--- src/hw/rtl/ced_pkg.sv ---
// shared types and constants for the chebyshev exp density block
// no dependencies; used by ced_mul, ced_div, the density unit and the bench
package ced_pkg;

    localparam int QW      = 49;
    localparam int MUL_W   = 48;
    localparam int PROD_W  = 96;
    localparam int DVD_W   = 32;
    localparam int DVS_W   = 16;
    localparam int CFG_IDX_W  = 2;
    localparam int CFG_DATA_W = 16;

    typedef logic signed [QW-1:0] q_t;

    localparam logic OP_LOAD = 1'b0;
    localparam logic OP_EVAL = 1'b1;

    localparam logic [CFG_IDX_W-1:0] REG_NUM_TERMS   = 2'd0;
    localparam logic [CFG_IDX_W-1:0] REG_SPEED_SCALE = 2'd1;
    localparam logic [CFG_IDX_W-1:0] REG_WEIGHT_SQ   = 2'd2;

    localparam q_t SAT_Q16  = 49'sd70368744177663;
    localparam q_t ONE_Q16  = 49'sd65536;
    localparam q_t L_CLAMP  = 49'sd4194304;
    localparam q_t LOG2E_Q16 = 49'sd94548;
    localparam q_t LN2_Q30  = 49'sd744261118;
    localparam logic [31:0] ONE_Q30 = 32'd1073741824;
    localparam logic [PROD_W-1:0] MUL_LIM = 96'h3FFF_FFFF_FFFF_0000;

    typedef struct packed {
        logic             start;
        logic [MUL_W-1:0] a;
        logic [MUL_W-1:0] b;
    } ced_mul_req_t;

    typedef struct packed {
        logic             start;
        logic [DVD_W-1:0] dividend;
        logic [DVS_W-1:0] divisor;
    } ced_div_req_t;

    function automatic q_t clamp_q(input q_t a);
        if (a > SAT_Q16)
            return SAT_Q16;
        else if (a < -SAT_Q16)
            return -SAT_Q16;
        else
            return a;
    endfunction

    function automatic logic clamp_hit(input q_t a);
        return (a > SAT_Q16) || (a < -SAT_Q16);
    endfunction

    // magnitude product back to signed q16, saturated
    function automatic q_t sat_prod(input logic [PROD_W-1:0] p, input logic neg);
        q_t m;
        m = (p > MUL_LIM) ? SAT_Q16 : $signed({1'b0, p[63:16]});
        return neg ? -m : m;
    endfunction

endpackage

--- src/hw/rtl/ced_in_if.sv ---
// input channel of the density block: valid/ready plus item payload
// depends on nothing
interface ced_in_if;
    logic        valid;
    logic        ready;
    logic        operation;
    logic [3:0]  coef_index;
    logic signed [23:0] coef_value;
    logic [19:0] speed;

    modport source (output valid, operation, coef_index, coef_value, speed, input ready);
    modport sink   (input valid, operation, coef_index, coef_value, speed, output ready);
endinterface

--- src/hw/rtl/ced_out_if.sv ---
// result channel of the density block: valid/ready plus density and flag
// depends on nothing
interface ced_out_if;
    logic        valid;
    logic        ready;
    logic [47:0] density;
    logic        overflow;

    modport source (output valid, density, overflow, input ready);
    modport sink   (input valid, density, overflow, output ready);
endinterface

--- src/hw/rtl/ced_mul.sv ---
// shared unsigned multiplier, 48 x 48 bits in three 48 x 16 steps
// depends on ced_pkg
module ced_mul (
    input  logic                          clk,
    input  logic                          rst_n,
    input  ced_pkg::ced_mul_req_t         req,
    output logic                          done,
    output logic [ced_pkg::PROD_W-1:0]    prod
);
    logic [ced_pkg::MUL_W-1:0]  a_reg;
    logic [ced_pkg::MUL_W-1:0]  b_reg;
    logic [ced_pkg::PROD_W-1:0] acc_reg;
    logic [ced_pkg::PROD_W-1:0] acc_next;
    logic [1:0]                 cnt_reg;
    logic                       busy_reg;
    logic                       done_reg;
    logic [63:0]                part;

    // msb digit first, accumulator shifts up one digit a step
    assign part     = a_reg * b_reg[47:32];
    assign acc_next = {acc_reg[79:0], 16'd0} + {32'd0, part};

    always_ff @(posedge clk or negedge rst_n)
    begin
        if (!rst_n)
        begin
            a_reg    <= '0;
            b_reg    <= '0;
            acc_reg  <= '0;
            cnt_reg  <= '0;
            busy_reg <= 1'b0;
            done_reg <= 1'b0;
        end
        else
        begin
            done_reg <= 1'b0;
            if (req.start)
            begin
                a_reg    <= req.a;
                b_reg    <= req.b;
                acc_reg  <= '0;
                cnt_reg  <= '0;
                busy_reg <= 1'b1;
            end
            else if (busy_reg)
            begin
                acc_reg <= acc_next;
                b_reg   <= {b_reg[31:0], 16'd0};
                cnt_reg <= cnt_reg + 2'd1;
                if (cnt_reg == 2'd2)
                begin
                    busy_reg <= 1'b0;
                    done_reg <= 1'b1;
                end
            end
        end
    end

    assign done = done_reg;
    assign prod = acc_reg;
endmodule

--- src/hw/rtl/ced_div.sv ---
// shared restoring divider, 32 by 16 bits, one quotient bit a cycle
// depends on ced_pkg
module ced_div (
    input  logic                       clk,
    input  logic                       rst_n,
    input  ced_pkg::ced_div_req_t      req,
    output logic                       done,
    output logic [ced_pkg::DVD_W-1:0]  quot
);
    localparam logic [4:0] LAST = 5'(ced_pkg::DVD_W - 1);

    logic [ced_pkg::DVS_W-1:0] rem_reg;
    logic [ced_pkg::DVS_W-1:0] dvs_reg;
    logic [ced_pkg::DVD_W-1:0] quo_reg;
    logic [4:0]                cnt_reg;
    logic                      busy_reg;
    logic                      done_reg;
    logic [ced_pkg::DVS_W:0]   trial;
    logic                      ge;
    logic [ced_pkg::DVS_W-1:0] rem_next;

    assign trial    = {rem_reg, quo_reg[ced_pkg::DVD_W-1]};
    assign ge       = trial >= {1'b0, dvs_reg};
    assign rem_next = ge ? ced_pkg::DVS_W'(trial - {1'b0, dvs_reg})
                         : trial[ced_pkg::DVS_W-1:0];

    always_ff @(posedge clk or negedge rst_n)
    begin
        if (!rst_n)
        begin
            rem_reg  <= '0;
            dvs_reg  <= '0;
            quo_reg  <= '0;
            cnt_reg  <= '0;
            busy_reg <= 1'b0;
            done_reg <= 1'b0;
        end
        else
        begin
            done_reg <= 1'b0;
            if (req.start)
            begin
                rem_reg  <= '0;
                dvs_reg  <= req.divisor;
                quo_reg  <= req.dividend;
                cnt_reg  <= '0;
                busy_reg <= 1'b1;
            end
            else if (busy_reg)
            begin
                rem_reg <= rem_next;
                quo_reg <= {quo_reg[ced_pkg::DVD_W-2:0], ge};
                cnt_reg <= cnt_reg + 5'd1;
                if (cnt_reg == LAST)
                begin
                    busy_reg <= 1'b0;
                    done_reg <= 1'b1;
                end
            end
        end
    end

    assign done = done_reg;
    assign quot = quo_reg;
endmodule

--- src/hw/rtl/chebyshev_exp_density_unit.sv ---
// chebyshev exp density: sequencer, coefficient table and output register
// depends on ced_pkg, ced_in_if, ced_out_if, ced_mul, ced_div
//
// usage:
//   cmd carries items: operation 0 loads coef_value into table entry coef_index
//   (ignored past the table), operation 1 evaluates the density at speed.
//   result carries one density/overflow pair per evaluate, none per load.
//   an evaluate runs a sequencer over one shared 48x16-step multiplier and
//   one shared 32-step divider: one divide for x, up to two products per
//   term, two products for the exponent, then seven horner steps of two
//   products each, the division by the step number done as a product with
//   its reciprocal, and in weighted mode two products for the speed square.
//   cmd.ready is low while an evaluate is in flight.
//   the finished result sits in an output register; if the receiver stalls
//   the sequencer waits at the end until that register frees, while an
//   earlier result waits the block still takes the next item.
//   reset clears the control state and sets num_terms 11, speed_scale 1000,
//   weight_by_square 1; the coefficient table holds no value until loaded.
//   configuration writes (cfg_we, cfg_index, cfg_data) take effect at once
//   and belong between items.
module chebyshev_exp_density_unit #(
    parameter int MAX_TERMS = 11
) (
    input  logic                             clk,
    input  logic                             rst_n,
    ced_in_if.sink                           cmd,
    ced_out_if.source                        result,
    input  logic                             cfg_we,
    input  logic [ced_pkg::CFG_IDX_W-1:0]    cfg_index,
    input  logic [ced_pkg::CFG_DATA_W-1:0]   cfg_data
);
    localparam int IDX_W = (MAX_TERMS > 1) ? $clog2(MAX_TERMS) : 1;
    localparam int CNT_W = $clog2(MAX_TERMS + 1);

    typedef enum logic [3:0] {
        S_IDLE, S_DIV_X, S_TERM, S_REC_WAIT, S_SUM_ISSUE, S_SUM_WAIT, S_L,
        S_Z_WAIT, S_U_WAIT, S_H_MUL, S_H_MWAIT, S_H_DIV, S_SQ_WAIT, S_P_WAIT,
        S_SCALE, S_DONE
    } state_t;

    state_t state_reg;

    logic [3:0]  num_terms_reg;
    logic [15:0] speed_scale_reg;
    logic        weight_sq_reg;

    logic [23:0] coef_mem [MAX_TERMS];

    logic [19:0]        s_reg;
    ced_pkg::q_t        x_reg;
    ced_pkg::q_t        tprev_reg;
    ced_pkg::q_t        tcur_reg;
    ced_pkg::q_t        term_reg;
    ced_pkg::q_t        sum_reg;
    logic [CNT_W-1:0]   i_reg;
    logic               neg_reg;
    logic               ov_reg;
    logic signed [9:0]  k_reg;
    logic [29:0]        u_reg;
    logic [31:0]        t_reg;
    logic [2:0]         hi_reg;
    logic [63:0]        p_reg;
    logic signed [10:0] e_reg;
    logic [47:0]        dens_reg;
    logic               out_valid_reg;
    logic [47:0]        out_dens_reg;
    logic               out_ov_reg;

    logic                  in_acc;
    logic [CNT_W-1:0]      n_terms;
    logic [23:0]           coef_rd;
    ced_pkg::q_t           coef_q;
    ced_pkg::q_t           op_a;
    ced_pkg::q_t           op_b;
    ced_pkg::q_t           mag_a;
    ced_pkg::q_t           mag_b;
    logic                  mul_go;
    ced_pkg::ced_mul_req_t mul_req;
    ced_pkg::ced_div_req_t div_req;
    logic                  mul_done;
    logic [ced_pkg::PROD_W-1:0] prod;
    logic                  div_done;
    logic [ced_pkg::DVD_W-1:0]  quot;
    ced_pkg::q_t           q_val;
    ced_pkg::q_t           rec_raw;
    ced_pkg::q_t           sum_raw;
    ced_pkg::q_t           l_neg;
    ced_pkg::q_t           l_cl;
    logic signed [41:0]    z_s;
    logic [41:0]           w;
    logic [15:0]           f_val;
    logic signed [9:0]     k_val;
    logic [47:0]           sc_dens;
    logic                  sc_sat;
    logic [5:0]            sh_amt;
    logic signed [10:0]    ne;
    logic [35:0]           recip;
    logic [31:0]           h_quot;

    assign in_acc  = cmd.valid && cmd.ready;
    assign n_terms = (num_terms_reg > 4'(MAX_TERMS)) ? CNT_W'(MAX_TERMS)
                                                    : CNT_W'(num_terms_reg);
    assign coef_rd = coef_mem[i_reg[IDX_W-1:0]];
    assign coef_q  = {{25{coef_rd[23]}}, coef_rd};

    always_ff @(posedge clk)
    begin
        if (in_acc && cmd.operation == ced_pkg::OP_LOAD && cmd.coef_index < 4'(MAX_TERMS))
            coef_mem[cmd.coef_index[IDX_W-1:0]] <= cmd.coef_value;
    end

    // signed product of the shared multiplier
    assign q_val   = ced_pkg::sat_prod(prod, neg_reg);
    assign rec_raw = (q_val <<< 1) - tprev_reg;
    assign sum_raw = sum_reg + q_val;
    assign l_neg   = -sum_reg;
    assign l_cl    = (l_neg > ced_pkg::L_CLAMP) ? ced_pkg::L_CLAMP :
                     (l_neg < -ced_pkg::L_CLAMP) ? -ced_pkg::L_CLAMP : l_neg;

    // z = L*log2e, then offset so that integer and fraction parts split cleanly
    assign z_s   = neg_reg ? -$signed({1'b0, prod[40:0]}) : $signed({1'b0, prod[40:0]});
    assign w     = 42'(z_s + 42'sd1099511627776);
    assign f_val = w[31:16];
    assign k_val = $signed({1'b0, w[40:32]}) - 10'sd256;

    // ceil(2^35 / n) for the horner step n, exact for 32-bit dividends
    always_comb
    begin
        case (hi_reg)
            3'd1:    recip = 36'h8_0000_0000;
            3'd2:    recip = 36'h4_0000_0000;
            3'd3:    recip = 36'h2_AAAA_AAAB;
            3'd4:    recip = 36'h2_0000_0000;
            3'd5:    recip = 36'h1_9999_999A;
            3'd6:    recip = 36'h1_5555_5556;
            3'd7:    recip = 36'h1_2492_4925;
            default: recip = 36'h8_0000_0000;
        endcase
    end

    assign h_quot = prod[66:35];

    always_comb
    begin
        mul_go = 1'b0;
        op_a   = '0;
        op_b   = '0;
        div_req = '0;
        case (state_reg)
            S_IDLE:
            begin
                if (in_acc && cmd.operation == ced_pkg::OP_EVAL)
                begin
                    div_req.start    = 1'b1;
                    div_req.dividend = {3'd0, cmd.speed, 9'd0};
                    div_req.divisor  = (speed_scale_reg == 16'd0) ? 16'd1 : speed_scale_reg;
                end
            end
            S_TERM:
            begin
                if (i_reg != n_terms && i_reg > CNT_W'(1))
                begin
                    mul_go = 1'b1;
                    op_a   = x_reg;
                    op_b   = tcur_reg;
                end
            end
            S_SUM_ISSUE:
            begin
                mul_go = 1'b1;
                op_a   = coef_q;
                op_b   = term_reg;
            end
            S_L:
            begin
                mul_go = 1'b1;
                op_a   = l_cl;
                op_b   = ced_pkg::LOG2E_Q16;
            end
            S_Z_WAIT:
            begin
                if (mul_done)
                begin
                    mul_go = 1'b1;
                    op_a   = {33'd0, f_val};
                    op_b   = ced_pkg::LN2_Q30;
                end
            end
            S_H_MUL:
            begin
                mul_go = 1'b1;
                op_a   = {19'd0, u_reg};
                op_b   = {17'd0, t_reg};
            end
            S_H_MWAIT:
            begin
                if (mul_done)
                begin
                    mul_go = 1'b1;
                    op_a   = {17'd0, prod[61:30]};
                    op_b   = {13'd0, recip};
                end
            end
            S_H_DIV:
            begin
                if (mul_done && hi_reg == 3'd1 && weight_sq_reg)
                begin
                    mul_go = 1'b1;
                    op_a   = {29'd0, s_reg};
                    op_b   = {29'd0, s_reg};
                end
            end
            S_SQ_WAIT:
            begin
                if (mul_done)
                begin
                    mul_go = 1'b1;
                    op_a   = {9'd0, prod[39:0]};
                    op_b   = {17'd0, t_reg >> 14};
                end
            end
            default:
            begin
                mul_go = 1'b0;
            end
        endcase
    end

    assign mag_a = op_a[ced_pkg::QW-1] ? -op_a : op_a;
    assign mag_b = op_b[ced_pkg::QW-1] ? -op_b : op_b;
    assign mul_req.start = mul_go;
    assign mul_req.a     = mag_a[ced_pkg::MUL_W-1:0];
    assign mul_req.b     = mag_b[ced_pkg::MUL_W-1:0];

    ced_mul u_mul (
        .clk  (clk),
        .rst_n(rst_n),
        .req  (mul_req),
        .done (mul_done),
        .prod (prod)
    );

    ced_div u_div (
        .clk  (clk),
        .rst_n(rst_n),
        .req  (div_req),
        .done (div_done),
        .quot (quot)
    );

    // final p * 2^e with saturation at 48 bits
    always_comb
    begin
        sc_dens = '0;
        sc_sat  = 1'b0;
        sh_amt  = '0;
        ne      = -e_reg;
        if (p_reg != 64'd0)
        begin
            if (!e_reg[10])
            begin
                if (e_reg >= 11'sd48)
                    sc_sat = 1'b1;
                else
                begin
                    sh_amt = 6'(11'sd48 - e_reg);
                    if ((p_reg >> sh_amt) != 64'd0)
                        sc_sat = 1'b1;
                    else
                        sc_dens = 48'(p_reg << e_reg[5:0]);
                end
                if (sc_sat)
                    sc_dens = '1;
            end
            else if (ne < 11'sd64)
                sc_dens = 48'(p_reg >> ne[5:0]);
        end
    end

    always_ff @(posedge clk or negedge rst_n)
    begin
        if (!rst_n)
        begin
            state_reg       <= S_IDLE;
            num_terms_reg   <= 4'd11;
            speed_scale_reg <= 16'd1000;
            weight_sq_reg   <= 1'b1;
            s_reg           <= '0;
            x_reg           <= '0;
            tprev_reg       <= '0;
            tcur_reg        <= '0;
            term_reg        <= '0;
            sum_reg         <= '0;
            i_reg           <= '0;
            neg_reg         <= 1'b0;
            ov_reg          <= 1'b0;
            k_reg           <= '0;
            u_reg           <= '0;
            t_reg           <= '0;
            hi_reg          <= '0;
            p_reg           <= '0;
            e_reg           <= '0;
            dens_reg        <= '0;
            out_valid_reg   <= 1'b0;
            out_dens_reg    <= '0;
            out_ov_reg      <= 1'b0;
        end
        else
        begin
            if (cfg_we)
            begin
                case (cfg_index)
                    ced_pkg::REG_NUM_TERMS:   num_terms_reg   <= cfg_data[3:0];
                    ced_pkg::REG_SPEED_SCALE: speed_scale_reg <= cfg_data;
                    ced_pkg::REG_WEIGHT_SQ:   weight_sq_reg   <= cfg_data[0];
                    default: ;
                endcase
            end

            if (mul_go)
                neg_reg <= op_a[ced_pkg::QW-1] ^ op_b[ced_pkg::QW-1];

            // in S_DONE the output register is reloaded below instead
            if (result.valid && result.ready && state_reg != S_DONE)
                out_valid_reg <= 1'b0;

            case (state_reg)
                S_IDLE:
                begin
                    if (in_acc && cmd.operation == ced_pkg::OP_EVAL)
                    begin
                        s_reg     <= cmd.speed;
                        ov_reg    <= 1'b0;
                        state_reg <= S_DIV_X;
                    end
                end
                S_DIV_X:
                begin
                    if (div_done)
                    begin
                        x_reg     <= $signed({17'd0, quot}) - ced_pkg::ONE_Q16;
                        tcur_reg  <= $signed({17'd0, quot}) - ced_pkg::ONE_Q16;
                        tprev_reg <= ced_pkg::ONE_Q16;
                        sum_reg   <= '0;
                        i_reg     <= '0;
                        state_reg <= S_TERM;
                    end
                end
                S_TERM:
                begin
                    if (i_reg == n_terms)
                        state_reg <= S_L;
                    else if (i_reg == '0)
                    begin
                        term_reg  <= ced_pkg::ONE_Q16;
                        state_reg <= S_SUM_ISSUE;
                    end
                    else if (i_reg == CNT_W'(1))
                    begin
                        term_reg  <= x_reg;
                        state_reg <= S_SUM_ISSUE;
                    end
                    else
                        state_reg <= S_REC_WAIT;
                end
                S_REC_WAIT:
                begin
                    if (mul_done)
                    begin
                        tprev_reg <= tcur_reg;
                        tcur_reg  <= ced_pkg::clamp_q(rec_raw);
                        term_reg  <= ced_pkg::clamp_q(rec_raw);
                        if (prod > ced_pkg::MUL_LIM || ced_pkg::clamp_hit(rec_raw))
                            ov_reg <= 1'b1;
                        state_reg <= S_SUM_ISSUE;
                    end
                end
                S_SUM_ISSUE:
                begin
                    state_reg <= S_SUM_WAIT;
                end
                S_SUM_WAIT:
                begin
                    if (mul_done)
                    begin
                        sum_reg <= ced_pkg::clamp_q(sum_raw);
                        if (prod > ced_pkg::MUL_LIM || ced_pkg::clamp_hit(sum_raw))
                            ov_reg <= 1'b1;
                        i_reg     <= i_reg + CNT_W'(1);
                        state_reg <= S_TERM;
                    end
                end
                S_L:
                begin
                    state_reg <= S_Z_WAIT;
                end
                S_Z_WAIT:
                begin
                    if (mul_done)
                    begin
                        k_reg     <= k_val;
                        state_reg <= S_U_WAIT;
                    end
                end
                S_U_WAIT:
                begin
                    if (mul_done)
                    begin
                        u_reg     <= prod[45:16];
                        t_reg     <= ced_pkg::ONE_Q30;
                        hi_reg    <= 3'd7;
                        state_reg <= S_H_MUL;
                    end
                end
                S_H_MUL:
                begin
                    state_reg <= S_H_MWAIT;
                end
                S_H_MWAIT:
                begin
                    if (mul_done)
                        state_reg <= S_H_DIV;
                end
                S_H_DIV:
                begin
                    if (mul_done)
                    begin
                        t_reg <= ced_pkg::ONE_Q30 + h_quot;
                        if (hi_reg == 3'd1)
                        begin
                            if (weight_sq_reg)
                                state_reg <= S_SQ_WAIT;
                            else
                            begin
                                p_reg     <= {32'd0, ced_pkg::ONE_Q30 + h_quot};
                                e_reg     <= $signed({k_reg[9], k_reg}) - 11'sd14;
                                state_reg <= S_SCALE;
                            end
                        end
                        else
                        begin
                            hi_reg    <= hi_reg - 3'd1;
                            state_reg <= S_H_MUL;
                        end
                    end
                end
                S_SQ_WAIT:
                begin
                    if (mul_done)
                        state_reg <= S_P_WAIT;
                end
                S_P_WAIT:
                begin
                    if (mul_done)
                    begin
                        p_reg     <= prod[63:0];
                        e_reg     <= $signed({k_reg[9], k_reg}) - 11'sd16;
                        state_reg <= S_SCALE;
                    end
                end
                S_SCALE:
                begin
                    dens_reg <= sc_dens;
                    if (sc_sat)
                        ov_reg <= 1'b1;
                    state_reg <= S_DONE;
                end
                S_DONE:
                begin
                    // wait for the output register to free before the transfer
                    if (!result.valid || result.ready)
                    begin
                        out_valid_reg <= 1'b1;
                        out_dens_reg  <= dens_reg;
                        out_ov_reg    <= ov_reg;
                        state_reg     <= S_IDLE;
                    end
                end
                default:
                begin
                    state_reg <= S_IDLE;
                end
            endcase
        end
    end

    assign cmd.ready       = (state_reg == S_IDLE);
    assign result.valid    = out_valid_reg;
    assign result.density  = out_dens_reg;
    assign result.overflow = out_ov_reg;
endmodule

--- src/flat_wrapper.sv ---
// flat-port wrapper written by rule: the top's interface ports become plain ports
module chebyshev_exp_density_unit_flat 
#(
    parameter int MAX_TERMS = 11
)
  (clk, rst_n, cfg_we, cfg_index, cfg_data, cmd_valid, cmd_operation, cmd_coef_index, cmd_coef_value, cmd_speed, cmd_ready, result_valid, result_density, result_overflow, result_ready);
  ced_in_if cmd_i ();
  ced_out_if result_i ();
  input  logic clk;
  input  logic rst_n;
  input  logic cfg_we;
  input  logic [ced_pkg::CFG_IDX_W-1:0] cfg_index;
  input  logic [ced_pkg::CFG_DATA_W-1:0] cfg_data;
  input wire logic [$bits(cmd_i.valid)-1:0] cmd_valid;
  input wire logic [$bits(cmd_i.operation)-1:0] cmd_operation;
  input wire logic [$bits(cmd_i.coef_index)-1:0] cmd_coef_index;
  input wire logic [$bits(cmd_i.coef_value)-1:0] cmd_coef_value;
  input wire logic [$bits(cmd_i.speed)-1:0] cmd_speed;
  output wire logic [$bits(cmd_i.ready)-1:0] cmd_ready;
  output wire logic [$bits(result_i.valid)-1:0] result_valid;
  output wire logic [$bits(result_i.density)-1:0] result_density;
  output wire logic [$bits(result_i.overflow)-1:0] result_overflow;
  input wire logic [$bits(result_i.ready)-1:0] result_ready;
  assign cmd_i.valid = cmd_valid;
  assign cmd_i.operation = cmd_operation;
  assign cmd_i.coef_index = cmd_coef_index;
  assign cmd_i.coef_value = cmd_coef_value;
  assign cmd_i.speed = cmd_speed;
  assign cmd_ready = cmd_i.ready;
  assign result_valid = result_i.valid;
  assign result_density = result_i.density;
  assign result_overflow = result_i.overflow;
  assign result_i.ready = result_ready;
  chebyshev_exp_density_unit #(.MAX_TERMS(MAX_TERMS)) u_core (.clk(clk), .rst_n(rst_n), .cmd(cmd_i), .result(result_i), .cfg_we(cfg_we), .cfg_index(cfg_index), .cfg_data(cfg_data));
endmodule
--- config.mk ---
export PLATFORM = sky130hd
export DESIGN_NAME = chebyshev_exp_density_unit_flat
export DESIGN_NICKNAME = d
export VERILOG_FILES = /design/src/hw/rtl/ced_pkg.sv /design/src/hw/rtl/ced_in_if.sv /design/src/hw/rtl/ced_out_if.sv /design/src/hw/rtl/ced_mul.sv /design/src/hw/rtl/ced_div.sv /design/src/hw/rtl/chebyshev_exp_density_unit.sv /design/src/flat_wrapper.sv
export SDC_FILE = /design/constraint.sdc
export NUM_CORES = 2
export LEC_CHECK = 0
export BUFFER_PORTS_ARGS = -buffer_cell sky130_fd_sc_hd__buf_2
export CAP_MARGIN = 20
export CORE_MARGIN = 2
export CORE_UTILIZATION = 40
export CTS_CLUSTER_DIAMETER = 150
export CTS_CLUSTER_SIZE = 24
export DETAILED_ROUTE_END_ITERATION = 16
export HOLD_SLACK_MARGIN = 0.02
export MAX_ROUTING_LAYER = met4
export PLACE_DENSITY = 0.63
export SETUP_SLACK_MARGIN = 0.05
export SYNTH_ARGS = -nofsm -noshare
export SYNTH_HDL_FRONTEND = slang
export SYNTH_SLANG_ARGS = --single-unit
--- constraint.sdc ---
create_clock -name clk -period 9 [get_ports clk]
set_input_delay 1.35 -clock clk [delete_from_list [all_inputs] [get_ports clk]]
set_output_delay 1.35 -clock clk [all_outputs]
set_load 0.05 [all_outputs]
Word level (Yosys, flattened, before mapping)
Memory sizes are Yosys's and may differ from the RTL's.
Cells that the tools add are included.
{ "classes": {"muxes": 130, "shifts": 3, "n_reduce_logical": 47, "n_bitwise": 2, "order_cmp": 13, "add_sub_neg": 21, "n_eq_ne": 49, "mul": 1} }
{ "op_table": {"columns": ["cell", "count"], "rows": [
  ["$mux W49", 20],
  ["$pmux W49 S8", 2],
  ["$mux W48", 11],
  ["$pmux W49 S2", 4],
  ["$mux W64", 4],
  ["$pmux W36 S6", 1],
  ["$mux W96", 2],
  ["$mux W32", 5],
  ["$pmux W64 S2", 1],
  ["$reduce_bool A64 Y1", 2],
  ["$gt A49 B47 Y1 const B", 2],
  ["$lt A49 B47 Y1 const B", 2],
  ["$neg A49 Y49", 2],
  ["$add A96 B64 Y96", 1],
  ["$gt A96 B62 Y1 const B", 1],
  ["$neg A48 Y48", 2],
  ["$mux W16", 5],
  ["$mul A48 B16 Y64", 1],
  ["$mux W4", 16],
  ["$pmux W32 S2", 1],
  ["$pmux W4 S16", 1],
  ["$shl A64 B6 Y48", 1],
  ["$shr A64 B6 Y48", 1],
  ["$shr A64 B6 Y64", 1],
  ["72 further kinds", 177]
]} }
{ "word_totals": {"memories": 1, "mem_bits_rw": 264, "ff_bits": 811, "elab_cells": 302} }
{ "memory_table": {"columns": ["memory", "words", "word_bits", "read_ports", "rd_ports_with_merged_regs", "wr", "line_no", "text"], "rows": [
  ["u_core.coef_mem", 11, 24, 1, 0, 1, "chebyshev_exp_density_unit.sv:47", "logic [23:0] coef_mem [MAX_TERMS];"]
]} }

Depth between registers and ports, before layout
{ "logic_depth": {"depth_word": 11, "mapped_depth": 39, "depth_no_buf": 35} }

Hierarchy
A second synthesis with hierarchy kept.
{ "hier_totals": {"hier_cells": 10528, "area_unflattened_um2": 93776.2} }
{ "modules_own_cells": {"columns": ["mod", "cells_per_inst", "n_inst", "seq_area_each_um2", "area_per_inst_um2"], "rows": [
  ["chebyshev_exp_density_unit", 6109, 1, 21127.8, 54848.9],
  ["ced_mul", 4012, 1, 4904.7, 34989.8],
  ["ced_div", 407, 1, 1776.7, 3937.5]
]} }

Worst setup path after synthesis
Ideal clock, no wire load.
{ "synth_timing": {"path_kind": "reg-to-reg", "startpoint": "register u_core.u_mul.b_reg[37] (netlist name)", "endpoint": "register u_core.u_mul.acc_reg (netlist bit u_core.u_mul.prod[89])", "t_arrival_ns": 8.123, "setup_slack_ns": 0.743, "setup_time_ns": 0.134, "stages_incl_launch_ff": 30, "required_ns": 8.866, "path_cell_list": "dfrtp_1 > clkbuf_1 > buf_1 > nand2_1 > fa_1 > inv_1 > fa_1 > inv_1 > fa_1 > inv_1 > fa_1 > inv_1 > fa_1 > inv_1 > fa_1 > ha_1 > nand4_1 > or2_2 > o32ai_1 > a211o_1 > a32oi_1 > o31a_1 > o41ai_1 > a31oi_1 > o21ba_2 > or3b_2 > clkbuf_1 > or3_1 > xnor2_1 > o21ai_0"} }
{ "synth_via": {"elab_chain_cells": 4} }
{ "synth_lines": {"columns": ["element", "line_no", "text"], "rows": [
  ["from (decl)", "ced_mul.sv:11", "logic [ced_pkg::MUL_W-1:0] b_reg;"],
  ["from (signal assigned)", "ced_mul.sv:40", "b_reg <= req.b;"],
  ["from (signal assigned)", "ced_mul.sv:48", "b_reg <= {b_reg[31:0], 16'd0};"],
  ["$mul A48 B16 Y64", "ced_mul.sv:20", "assign part = a_reg * b_reg[47:32];"],
  ["$add A96 B64 Y96", "ced_mul.sv:21", "assign acc_next = {acc_reg[79:0], 16'd0} + {32'd0, part};"],
  ["$mux W96", "ced_mul.sv:45", "else if (busy_reg)"],
  ["$mux W96", "ced_mul.sv:37", "if (req.start)"],
  ["to (signal assigned)", "ced_mul.sv:47", "acc_reg <= acc_next;"],
  ["to (decl)", "ced_mul.sv:12", "logic [ced_pkg::PROD_W-1:0] acc_reg;"]
]} }
Every way passes these cells. The select of a mux whose other input is x is not followed.
A chain may end at the register's enable or synchronous reset.

Worst setup path after layout
{ "layout_timing": {"startpoint": "register u_core.u_mul.acc_reg (netlist bit u_core.u_mul.prod[6])", "endpoint": "register u_core.tcur_reg[7]"} }
{ "layout_via": {"elab_chain_cells": 10, "elab_cells_between_ends": 11, "classes_between": "add/sub: 2; order compare: 3; mux: 6"} }
{ "layout_lines": {"columns": ["element", "line_no", "text"], "rows": [
  ["$gt A96 B62 Y1 (*)", "ced_pkg.sv:58", "m = (p > MUL_LIM) ? SAT_Q16 : $signed({1'b0, p[63:16]});"],
  ["$mux W48 (*)", "ced_pkg.sv:58", null],
  ["$neg A49 Y49", "ced_pkg.sv:59", "return neg ? -m : m;"],
  ["$mux W49 (*)", "ced_pkg.sv:59", null],
  ["$sub A49 B49 Y49 (*)", "chebyshev_exp_density_unit.sv:114", "assign rec_raw = (q_val <<< 1) - tprev_reg;"],
  ["$lt A49 B47 Y1", "ced_pkg.sv:45", "else if (a < -SAT_Q16)"],
  ["$mux W49", "ced_pkg.sv:45", null],
  ["$mux W49 (*)", "ced_pkg.sv:43", "if (a > SAT_Q16)"],
  ["$mux W49 (*)", "chebyshev_exp_density_unit.sv:368", "if (mul_done)"],
  ["$pmux W49 S2 (*)", "chebyshev_exp_density_unit.sv:327", "case (state_reg)"],
  ["to (signal assigned)", "chebyshev_exp_density_unit.sv:342", "tcur_reg <= $signed({17'd0, quot}) - ced_pkg::ONE_Q16;"],
  ["to (signal assigned)", "chebyshev_exp_density_unit.sv:371", "tcur_reg <= ced_pkg::clamp_q(rec_raw);"],
  ["to (decl)", "chebyshev_exp_density_unit.sv:52", "ced_pkg::q_t tcur_reg;"]
]} }
Mark *: on every way between the ends. The rest lies on a longest branch, timed or not. The select of a mux whose other input is x is not followed.

==> results by group <==
Outcome
  • Run status: finished, final reports clean

Power
  • Net Switching: 0.00188 W
  • Internal power: 0.00612 W
  • Final Power: 0.00800 W
  • PwrDens: 81.6 nW/um^2
  • Clock power frac: 0.361
  • Logic gate share of total power: 0.019
  • Sw Ratio: 0.235
  • Register share of total power: 0.620
  • Maximum VDD drop: 0.222 mV
  • Leak Pwr: 44.3 nW

Clocking
  • Number of setup buffers added after CTS: 0
  • CTS Sinks: 1058
  • CTS clk-pin slew, worst paths: 0.11 ns
  • CTS Hold Buffers Added: 0
  • Worst-Skew Late Latency: 0.79 ns
  • Clock Tree Buf Depth: 3
  • CTS buffer count: 51
  • Root Driver: clkbuf_16
  • CTS tree: yes
  • # H-tree levels: 2

Setup path
  • Worst Path Max Fanout: 26
  • Slowest cell on crit path: or4_1
  • Arrival time at the worst endpoint: 9.26 ns
  • WP data required: 9.71 ns
  • Top cell by count, worst path: buf_4
  • Setup crit end kind: flip-flop
  • WS Path Type: flip-flop to flip-flop
  • Setup crit start kind: flip-flop
  • CP peak stage delay: 0.78 ns

Place
  • GPL Wtd Cong: 1.06
  • Port Buffers: 122
  • HPWL Detailed: 287000 um

STA
  • Clk_skew: 0.0400 ns
  • TNS Setup: 0 ns
  • Max-slew violation count: 0
  • Final worst path period need: 8.55 ns
  • F_max: 117 MHz
  • # setup viols final: 0
  • Period utilization: 0.950
  • Worst-margin pin slew: 1.23 ns
  • Relative slew slack: 0.181
  • RSZ-0062 raised after global routing: false
  • Final hold violation count: 0

Drt
  • DR vias: 79.1k
  • DR pass1 iterations: 7
  • Vias per cell: 6.11
  • ANT nets after route: 0
  • Wirelength per Cell: 28.5 um
  • DR iter-0 viols: 9524
  • # DRC: 0
  • Final wirelength: 370000 um

Global routing
  • GRT Overall Usage: 0.326
  • GRT overflow: 0
  • Largest net degree at the start of global routing: 169
  • First-pass GRT wire length: 541000 um
  • Vias in the first global route: 77.7k
  • Initial antenna violation count: 25

Logic synthesis
  • Synth Instances: 10.0k
  • Seq/Total Area, Yosys: 0.306
  • Post-Syn Area: 90800 um^2
  • XOR/XNOR share of the synthesized area: 0.0371
  • Netlist cell types: 105
  • Syn_area_per_cell: 9.08 um^2
  • EDFF count, synth: 264
  • Post-synthesis simple-gate area fraction: 0.165
  • Prevailing post-synth register cell: dfrtp_1
  • Largest cells by area after synthesis: dfrtp_1, fa_1, edfxtp_1
  • Synthesis-stage register bit count: 1058
  • Synth area leader: dfrtp_1
  • Post-Synth Adder-Cell Area: 0.193
  • Largest family of logic cells by synthesized area: adder cells
  • Post-synthesis compound-gate area fraction: 0.162
  • Syn Nets: 11.1k
  • Post-synthesis mux area share: 0.0689
  • Asr flop ratio synth: 0.750
  • Yosys warnings: 0
  • Yosys top cell area share: 0.216

Min path
  • HP Class: flip-flop to flip-flop

Floorplanning
  • I/O pin count: 123
  • Row cnt: 174
  • Width of the die: 480 um
  • Starting Density: 0.403
  • Die H: 480 um
  • Core Area: 225000 um^2
  • DIE AREA: 231000 um^2

Job
  • Max-cap viol count: 0

Cells and area
  • Number of flip-flops in the largest register: 264
  • Nets: 11.0k
  • Share of cells above drive strength 1: 0.105
  • Synth-to-Final Area Change: 7.96%
==> Yosys cell counts (52+ instances only) <==
library cell	instances
and3_1	94
mux2i_1	281
nand2_1	1524
xnor2_1	216
a22o_1	87
clkbuf_1	629
a211oi_1	77
nand4_1	102
nor3_1	140
a32o_1	52
fa_1	693
nand3_1	146
a31oi_1	87
xor2_1	169
ha_1	292
o21a_1	77
o31ai_1	72
a21o_1	101
a221o_1	79
nor2_1	562
o21ai_0	603
dfrtp_1	784
edfxtp_1	264
mux4_2	92
a22oi_1	52
inv_1	874
o22ai_1	53
and2_1	230
a21oi_1	538
buf_1	71
nor4_1	106
mux2_2	122
==> power by group through the flow <==
stage	logic, W	registers (W)	clock network (W)
after global routing	0.000169	0.00496	0.00308
after global placement	0.000147	0.00505	0
after detailed placement	0.000152	0.00506	0
final	0.000148	0.00496	0.00289
after floorplan	0.0000278	0.00505	0
after CTS	0.000153	0.00496	0.00293
==> per-stage QoR <==
| step | worst slack (ns) | std cells | hold slack, ns | util | area [um^2] |
|---|---|---|---|---|---|
| 6_report | 0.453 | 13000 | 0.483 | 0.435 | 98000 |
| 5_1_grt | 0.0639 | 12900 | 0.509 | 0.435 | 98000 |
| 4_1_cts | 0.331 | 12900 | 0.482 | 0.435 | 97900 |
| 3_5_place_dp | 0.292 | 12900 | 0.458 | 0.428 | 96400 |
| 3_3_place_gp | 0.0381 | 12900 | 0.454 | 0.428 | 96400 |
| 2_1_floorplan | 0.743 | 10000 | 0.438 | - | 90800 |
==> worst max-delay path, delay by kind of cell, from the launching register on <==
kind / cells / cell delay [ns]
AO/OA/AOI/OAI: 7 / 1.36
flip-flops: 1 / 0.51
adder cells (fa/ha/maj): 3 / 0.88
AND/OR/NAND/NOR: 18 / 4.07
XOR/XNOR: 1 / 0.38
buffers and inverters: 7 / 1.24
==> layout make-up <==
| cell class | instances | area, um^2 |
|---|---|---|
| antenna | 13 | 32.5 |
| multi-input combinational | 7335 | 57300 |
| sequential | 1058 | 27800 |
| clock inverter | 7 | 121 |
| inverter | 880 | 3310 |
| fill | 22000 | 127000 |
| clock buffer | 77 | 1420 |
| tap | 2992 | 3740 |
| timing repair buffer | 588 | 4300 |
==> path summary, 6_finish.rpt <==
kind / start / endpoint / slack [ns] / depth (start not counted)
setup / recovery: u_core.u_mul.prod[6] / u_core.tcur_reg[7] / 0.45 / 36
min in group asynchronous: rst_n / u_core.p_reg[13] / 0.58 / 1
max in group asynchronous: rst_n / u_core.u_div.busy_reg / 6.84 / 2
setup reg to reg: u_core.u_mul.prod[6] / u_core.tcur_reg[7] / 0.45 / 36
hold / removal: u_core.u_mul.b_reg[13] / u_core.u_mul.b_reg[13] / 0.48 / 2
hold reg to reg: u_core.u_mul.b_reg[13] / u_core.u_mul.b_reg[13] / 0.48 / 2
==> per-layer routing <==
metal	share of wire	global-route usage	routed length (um)	vias to the layer above
li1	-	-	-	34300
met1	0.40	0.423	150000	40200
met2	0.45	0.491	165000	3859
met3	0.085	0.0520	31400	745
met4	0.064	0.169	23500	0
met5	0	-	0	-
==> repair_timing <==
item	CTS	global route
endpoints found under the hold margin	0	0
resized for setup	0	12
setup endpoints to repair	0	59
==> cell usage in the layout, fill, tap and decap left out, types with 52 or more instances in the layout <==
cell type,instances
mux4_2,92
nand3_1,142
a221o_1,79
edfxtp_1,264
and2_1,230
nor3_1,131
mux2i_1,281
a22o_1,87
o31ai_1,70
dfrtp_1,773
fa_1,693
ha_1,291
nor4_1,101
xor2_1,166
buf_4,447
nand2_1,1524
a21o_1,101
clkbuf_16,53
buf_2,121
a211oi_1,77
a32o_1,52
nand4_1,102
a21oi_1,536
o22ai_1,53
inv_1,874
and3_1,92
xnor2_1,211
nor2_1,545
a31oi_1,86
mux2_2,122
o21ai_0,602
o21a_1,77
==> logic make-up (layout without fill, tap and decap cells) <==
family                     after synthesis  count (layout)
and+or+nand+nor                       3222            3222
other                                    0              13
buffers and inverters                 1607            1552
xor gates and xnor gates               385             385
adders and majority gates              985             985
AOI/OAI and AO/OA                     2248            2248
DFF                                   1058            1058
muxes                                  495             495
Power figures use the tool's default switching activity.
